`config.mk`:
```
export PLATFORM = sky130hd
export DESIGN_NAME = q2e_isqrt
export DESIGN_NICKNAME = d
export VERILOG_FILES = /design/src/design/q2e_pkg.sv /design/src/design/q2e_isqrt.sv
export SDC_FILE = /design/constraint.sdc
export NUM_CORES = 2
export LEC_CHECK = 0
export BUFFER_PORTS_ARGS = -buffer_cell sky130_fd_sc_hd__buf_2
export CAP_MARGIN = 10
export CELL_PAD_IN_SITES_DETAIL_PLACEMENT = 1
export CELL_PAD_IN_SITES_GLOBAL_PLACEMENT = 2
export CORE_UTILIZATION = 41
export DETAILED_ROUTE_END_ITERATION = 8
export PLACE_DENSITY_LB_ADDON = 0.1
export SYNTH_ARGS = -nofsm -noshare
export SYNTH_HDL_FRONTEND = slang
export SYNTH_SLANG_ARGS = --single-unit
```
`constraint.sdc`:
```
create_clock -name clock -period 3.78 [get_ports clock]
set_input_delay 0.756 -clock clock [delete_from_list [all_inputs] [get_ports clock]]
set_output_delay 0.756 -clock clock [all_outputs]
set_load 0.005 [all_outputs]
```
`src/design/q2e_pkg.sv`:
```
package q2e_pkg;

   // Internal formats: components Q.22, products Q.44, angles degrees * 2^20
   localparam int IntFrac = 22;
   localparam int DegFrac = 20;
   localparam int OutShift = 13;
   localparam int ProdW = 52;   // products and sums of products (Q.44)
   localparam int CordW = 56;   // CORDIC vector word with growth headroom
   localparam int AngW = 32;    // angle accumulator
   localparam int CompW = 28;   // Q.22 component with sign headroom
   localparam int SqrtW = 24;   // cosine root, Q.22 up to 1.0
   localparam int ThrW = 24;
   localparam logic [ThrW-1:0] ThrReset = 24'd8388600;

   typedef enum logic [1:0] {
      LOCK_NONE = 2'd0,
      LOCK_NEG  = 2'd1,
      LOCK_POS  = 2'd2
   } lock_type;

   localparam logic signed [AngW-1:0] Deg90 = 32'sd94371840;
   localparam logic signed [AngW-1:0] Deg180 = 32'sd188743680;
   localparam logic signed [AngW+1:0] Deg360 = 34'sd377487360;

   // arctangent of 2^-k, degrees * 2^20
   function automatic logic signed [AngW-1:0] atan_deg(input logic [4:0] k);
      logic signed [AngW-1:0] r;
      unique case (k)
         5'd0: r = 32'sd47185920;  5'd1: r = 32'sd27855475;
         5'd2: r = 32'sd14718068;  5'd3: r = 32'sd7471121;
         5'd4: r = 32'sd3750058;   5'd5: r = 32'sd1876857;
         5'd6: r = 32'sd938658;    5'd7: r = 32'sd469357;
         5'd8: r = 32'sd234682;    5'd9: r = 32'sd117342;
         5'd10: r = 32'sd58671;    5'd11: r = 32'sd29335;
         5'd12: r = 32'sd14668;    5'd13: r = 32'sd7334;
         5'd14: r = 32'sd3667;     5'd15: r = 32'sd1833;
         5'd16: r = 32'sd917;      5'd17: r = 32'sd458;
         5'd18: r = 32'sd229;      5'd19: r = 32'sd115;
         5'd20: r = 32'sd57;       5'd21: r = 32'sd29;
         5'd22: r = 32'sd14;       5'd23: r = 32'sd7;
         5'd24: r = 32'sd4;        5'd25: r = 32'sd2;
         5'd26: r = 32'sd1;
         default: r = '0;
      endcase
      return r;
   endfunction

endpackage

```
`src/design/q2e_isqrt.sv`:
```
// Pipelined integer square root, one result bit per stage.
// One operand per cycle; side data rides along.
module q2e_isqrt #(
   parameter int SIDE_W = 8
) (
   input  logic                              clock,
   input  logic                              reset,
   input  logic                              in_valid,
   input  logic [2*q2e_pkg::SqrtW-1:0]       in_rad,
   input  logic [SIDE_W-1:0]                 in_side,
   output logic                              out_valid,
   output logic [q2e_pkg::SqrtW-1:0]         out_root,
   output logic [SIDE_W-1:0]                 out_side
);

   localparam int R = q2e_pkg::SqrtW;
   localparam int N = 2 * R;

   logic              v_ff    [R+1];
   logic [N-1:0]      rem_ff  [R+1];
   logic [R-1:0]      root_ff [R+1];
   logic [SIDE_W-1:0] side_ff [R+1];

   always_comb begin
      v_ff[0]    = in_valid;
      rem_ff[0]  = in_rad;
      root_ff[0] = '0;
      side_ff[0] = in_side;
   end

   // restoring step: try the next root bit
   for (genvar i = 0; i < R; i++) begin : g_bit
      localparam int B = R - 1 - i;
      logic [N+1:0] trial;
      always_comb begin
         trial = ({2'b00, N'(root_ff[i])} << (B + 1)) + ({2'b00, N'(1)} << (2 * B));
      end
      always_ff @(posedge clock) begin
         if (reset) begin
            v_ff[i+1] <= 1'b0;
         end else begin
            v_ff[i+1] <= v_ff[i];
         end
         side_ff[i+1] <= side_ff[i];
         if ({2'b00, rem_ff[i]} >= trial) begin
            rem_ff[i+1]  <= rem_ff[i] - N'(trial);
            root_ff[i+1] <= root_ff[i] | (R'(1) << B);
         end else begin
            rem_ff[i+1]  <= rem_ff[i];
            root_ff[i+1] <= root_ff[i];
         end
      end
   end

   assign out_valid = v_ff[R];
   assign out_root  = root_ff[R];
   assign out_side  = side_ff[R];

endmodule

```
; ---- Word level (Yosys, flattened, before mapping)
; Cells that the tools add are included.
; Widths: inputs -> output; s select.
[word_totals]
register_bits = 1896
in_bits = 59
output_inout_bits = 33
wordCells = 212
[classes]
add_sub_neg = 46
magnitude_cmp = 24
n_mux = 24
[op_table]
columns = operator, count
row1 = $mux 48, 23
row2 = $add 47x45->48 const B, 1
row3 = $ge 48x26->1, 1
row4 = $ge 48x27->1, 1
row5 = $ge 48x28->1, 1
row6 = $ge 48x29->1, 1
row7 = $ge 48x30->1, 1
row8 = $ge 48x31->1, 1
row9 = $ge 48x32->1, 1
row10 = $ge 48x33->1, 1
row11 = $ge 48x34->1, 1
row12 = $ge 48x35->1, 1
row13 = $ge 48x36->1, 1
row14 = $ge 48x37->1, 1
row15 = $ge 48x38->1, 1
row16 = $ge 48x39->1, 1
row17 = $ge 48x40->1, 1
row18 = $ge 48x41->1, 1
row19 = $ge 48x42->1, 1
row20 = $ge 48x43->1, 1
row21 = $ge 48x44->1, 1
row22 = $ge 48x45->1, 1
row23 = $ge 48x46->1, 1
row24 = $ge 48x47->1, 1
row25 = other kinds (48), 48

; ---- Logic depth before layout (Yosys ltp)
[depth]
ltp_word = 3
depth_mapped = 13
ltp_nobuf = 11

; ---- Worst setup path before layout
; Ideal clock, no wire load.
[synth_timing]
path_kind = register to register
startpoint = reg root_ff[139] in the netlist's numbering
endpoint = reg rem_ff[234] in the netlist's numbering
setup_time_ns = 0.118
t_arrival_ns = 2.740
t_required_ns = 3.662
setup_slack_ns = 0.922
stages_incl_launch_ff = 12
path_buffers = 1
path_cell_list = dfxtp_1 inv_1 ha_1 clkbuf_1 nand4_1 or4_1 nor4_1 and3b_1 o2111a_1 a2111oi_4 nand4_1 xnor2_1
[synth_via]
elab_chain_cells = 3
elab_cells_between_ends = 4
[synth_lines]
columns = item, line_no
row1 = "start, declared", q2e_isqrt.sv:21  ; logic [R-1:0] root_ff [R+1];
row2 = "start signal, assigned by index", q2e_isqrt.sv:47  ; root_ff[i+1] <= root_ff[i] | (R'(1) << B);
row3 = "start signal, assigned by index", q2e_isqrt.sv:50  ; root_ff[i+1] <= root_ff[i];
row4 = $add 29x9->30 (*), q2e_isqrt.sv:36  ; trial = ({2'b00, N'(root_ff[i])} << (B + 1)) + ({2'b00, N'(1)} << (2 * B));
row5 = $sub 48x30->48 or $ge 48x30->1 (tied branches), "q2e_isqrt.sv:46, q2e_isqrt.sv:45"
row6 = $mux 48 (*), q2e_isqrt.sv:45  ; if ({2'b00, rem_ff[i]} >= trial) begin
row7 = "end signal, assigned by index", q2e_isqrt.sv:46  ; rem_ff[i+1] <= rem_ff[i] - N'(trial);
row8 = "end signal, assigned by index", q2e_isqrt.sv:49  ; rem_ff[i+1] <= rem_ff[i];
row9 = "end, declared", q2e_isqrt.sv:20  ; logic [N-1:0] rem_ff [R+1];
; Mark *: on every way between the ends. The rest lies on a longest branch, timed or not.
; A chain may end at the register's enable or synchronous reset.

; ---- Final worst setup path
[layout_timing]
startpoint = reg root_ff[136] in the netlist's numbering
endpoint = reg rem_ff[235] in the netlist's numbering
; Same word-level chain as after synthesis.

==> flow_summary_export.csv <==
group,metric,value,unit
global_route,grt_max_degree,46,
drt,route.detailed.drc,0,
clock_tree,cts.clk_slew.worst_paths,0.06,ns
timing,fin_crit_sh,91.2,%
timing,period_minus_slack,3.45,ns
final_layout,drive_gt1_share,9.02,%
min_path,min_path_type,"input pin to flip-flop",
drt,wl_per_cell,18.3,um
timing,tightest_slew,1.03,ns
final_layout,areaGrowthSynthToFinish,15.3,%
floorplan,pin_count,92,
logic_synthesis,synth_seq_cells,1620,
clock_tree,clock-root-buffer,"clkbuf_16",
logic_synthesis,async_flop_share,0,%
setup_path,critPathCaptureType,"flip-flop",
floorplan,die_h,377,um
floorplan,fp.coreArea,0.140,mm^2
global_route,grt_use_met1,24.1,%
drt,first_pass_iters,4,
logic_synthesis,syn_area,0.0577,mm^2
drt,ant_nets,0,
logic_synthesis,syn_nets,5949,
timing,rsz0062_at_grt,"false",
logic_synthesis,seq_area_frac_synth,56.2,%
floorplan,fp-row-count,137,
timing,relSlewSlack,30.7,%
final_layout,nets,6175,
setup_path,cp_max_fo,10,
clock_tree,cts_buffers,167,
clock_tree,cts_tree,"built",
floorplan,start_util,41.4,%
clock_tree,cts_max_level,4,
timing,setup_viol,0,
flow_run,max-cap-violations,0,
logic_synthesis,yosys_warnings,0,
clock_tree,ctsLongestPathBuffers,3,
logic_synthesis,syn-instance-count,5568,
floorplan,die-area,0.142,mm^2
logic_synthesis,synth.distinct_cells,85,
timing,slew_violations,0,
global_route,grtUsageMet3,2.80,%
timing,max_freq,290,MHz
global_route,gr-usage-met2,37.0,%
placement,io_buffers,91,
setup_path,slowest_delay,0.50,ns
setup_path,cp_slowest_cell,"or3b_2",
global_route,grt.total_usage,20.2,%
power,p_leak,29.7,nW
placement,hpwl,111,mm
logic_synthesis,synth_top_area_share,56.2,%
clock_tree,cts_setup_buffers,0,
timing,tns,0,ns
logic_synthesis,synth_area_per_cell,10.4,um^2
setup_path,cp.arrival,4.13,ns
logic_synthesis,post-synth-top-area-cell,"dfxtp_1",
timing,finalHoldViolCount,0,
placement,routabilityCongestion,0.828,
status,status,"finished clean",
setup_path,worstPathCellList,"inv_1 > ha_1 > and3_1 > or3b_2 > nor4_2 > and3b_1 > o2111a_1 > inv_2 > nand3_1 > nor3b_1 > xor2_1",
placement,placed_cells,7490,
logic_synthesis,synth_edf_count,0,
power,power,53.2,mW
power,powerDensity,799,mW/mm^2
global_route,first_global_vias,41800,
global_route,antenna_found_initial,1,
global_route,gr-total-overflow,0,
setup_path,cp_data_required_time,4.47,ns
drt,routed-via-count,39100,
logic_synthesis,synth-main-ff-cell,"dfxtp_1",
drt,wl,142,mm
final_layout,fin_cells,7800,
timing,clock_skew,0.0577,ns
power,peakVddDrop,0.488,mV
setup_path,start_kind,"flip-flop",
clock_tree,clock-sinks,1620,
setup_path,crit_type,"flip-flop to flip-flop",
clock_tree,worstSkewPairLatency,0.80,ns
logic_synthesis,synthTopCellsByArea,"dfxtp_1 56%, ha_1 7.0%, xnor2_1 3.6%",
global_route,grt_pass1_wl,228,mm
drt,drt_iter0_drc,1306,
floorplan,die-width,377,um
global_route,gr-max-usage-layer,"met2",
drt,viasPerCell,5.01,
-- cells in the mapped netlist (26+ instances only) --
| cell | n |
|---|---|
| or2_2 | 32 |
| nand2b_1 | 58 |
| nand3_1 | 81 |
| mux2_2 | 35 |
| nor4b_1 | 29 |
| o31ai_1 | 46 |
| a21o_1 | 107 |
| or4_1 | 45 |
| xor2_1 | 219 |
| clkbuf_1 | 84 |
| a31oi_1 | 33 |
| and3_1 | 26 |
| o21a_1 | 65 |
| xnor2_1 | 240 |
| o21ai_0 | 264 |
| nor4_1 | 190 |
| nand4_1 | 92 |
| a21oi_1 | 284 |
| o211ai_1 | 27 |
| a211oi_1 | 26 |
| o21bai_1 | 30 |
| nor2_1 | 302 |
| ha_1 | 322 |
| nor3_1 | 173 |
| inv_1 | 401 |
| nand2_1 | 355 |
| nor2b_1 | 63 |
| or3_1 | 43 |
| dfxtp_1 | 1620 |
-- power breakdown --
group / total, mW / switching [mW] / internal [mW]
registers: 23.8 / 3.14 / 20.7
clock network: 17.0 / 7.01 / 10.0
logic: 12.3 / 6.84 / 5.49
-- placed cells by master, fill, tap and decap left out, drive strengths merged, types with 58 or more instances in the layout --
cell type / Yosys / routed
nand2: 356 / 356
nor3: 174 / 174
xor2: 219 / 219
clkbuf: 84 / 221
a21oi: 285 / 285
inv: 403 / 410
buf: 30 / 160
ha: 322 / 322
nand2b: 58 / 58
nor2: 302 / 302
nand3: 82 / 82
nor4: 193 / 193
nand4: 92 / 92
a21o: 107 / 107
o21ai: 264 / 264
xnor2: 240 / 240
nor2b: 63 / 63
o21a: 65 / 65
dfxtp: 1620 / 1620
-- flip-flops by register name (all words and copies together), names as in the netlist --
register	count
side_ff	184
root_ff	276
out_valid	1
v_ff	23
out_side	8
out_root	24
rem_ff	1104
-- routing by layer --
layer / up-vias / share of wire, %
li1: 19800 / -
met5: - / 0
met3: 227 / 2.3
met1: 18700 / 44
met2: 357 / 51
met4: 0 / 2.5
-- area by class of cell --
cell class                      count  area [um^2]
Timing Repair Buffer              171         1110
Clock inverter                     77         1190
Antenna cell                        1         2.50
Fill cell                       15300        73000
Inverter                          403         1510
Sequential cell                  1620        32400
Multi-Input combinational cell   3431        23300
Clock buffer                      221         4640
Tap cell                         1876         2350
-- repair_timing --
| action | 4_1_cts | 5_1_grt |
|---|---|---|
| setup endpoints to repair | 0 | 8 |
| endpoints found under the hold margin | 11 | 0 |
| hold buffers | 11 | 0 |
| gates resized for setup | 0 | 2 |
-- critical path: cells and delay by family, from the launching register on --
family | cells | cell delay [ns]
and+or+nand+nor | 6 | 1.87
adders and majority gates | 1 | 0.37
DFF | 1 | 0.33
buffers and inverters | 2 | 0.32
AOI/OAI and AO/OA | 1 | 0.28
xor gates and xnor gates | 1 | 0.16
-- logic make-up after synthesis --
kind of cell             count (synthesis)  synth area share (%)
flip-flops                            1620                  56.2
multiplexers                            41                 0.787
buffers and inverters                  517                  3.46
AO/OA/AOI/OAI                         1006                  11.0
XOR/XNOR                               459                  6.97
AND/OR/NAND/NOR                       1603                  14.6
adder cells (fa/ha/maj)                322                  6.98
-- stage by stage --
stage	hold slack [ns]	setup WS, ns	cell area [um^2]	utilization, %
floorplan	0.310	0.922	57700	-
global placement	0.309	0.279	60600	43.4
detailed placement	0.313	0.198	60600	43.4
CTS	0.000838	0.165	66500	47.7
global route	0.0146	0.0363	66600	47.7
finish	0.0678	0.332	66600	47.7
-- worst paths after layout --
| kind | from | end | slack [ns] | depth (start not counted) |
|---|---|---|---|---|
| worst max-delay path | root_ff[136] | rem_ff[235] | 0.33 | 11 |
| worst min-delay path | in_rad[33] | rem_ff[1137] | 0.07 | 1 |
| worst max register to register | root_ff[136] | rem_ff[235] | 0.33 | 11 |
| worst min register to register | root_ff[252] | root_ff[228] | 0.32 | 0 |
Note: power is estimated with default switching activity, not from simulation.
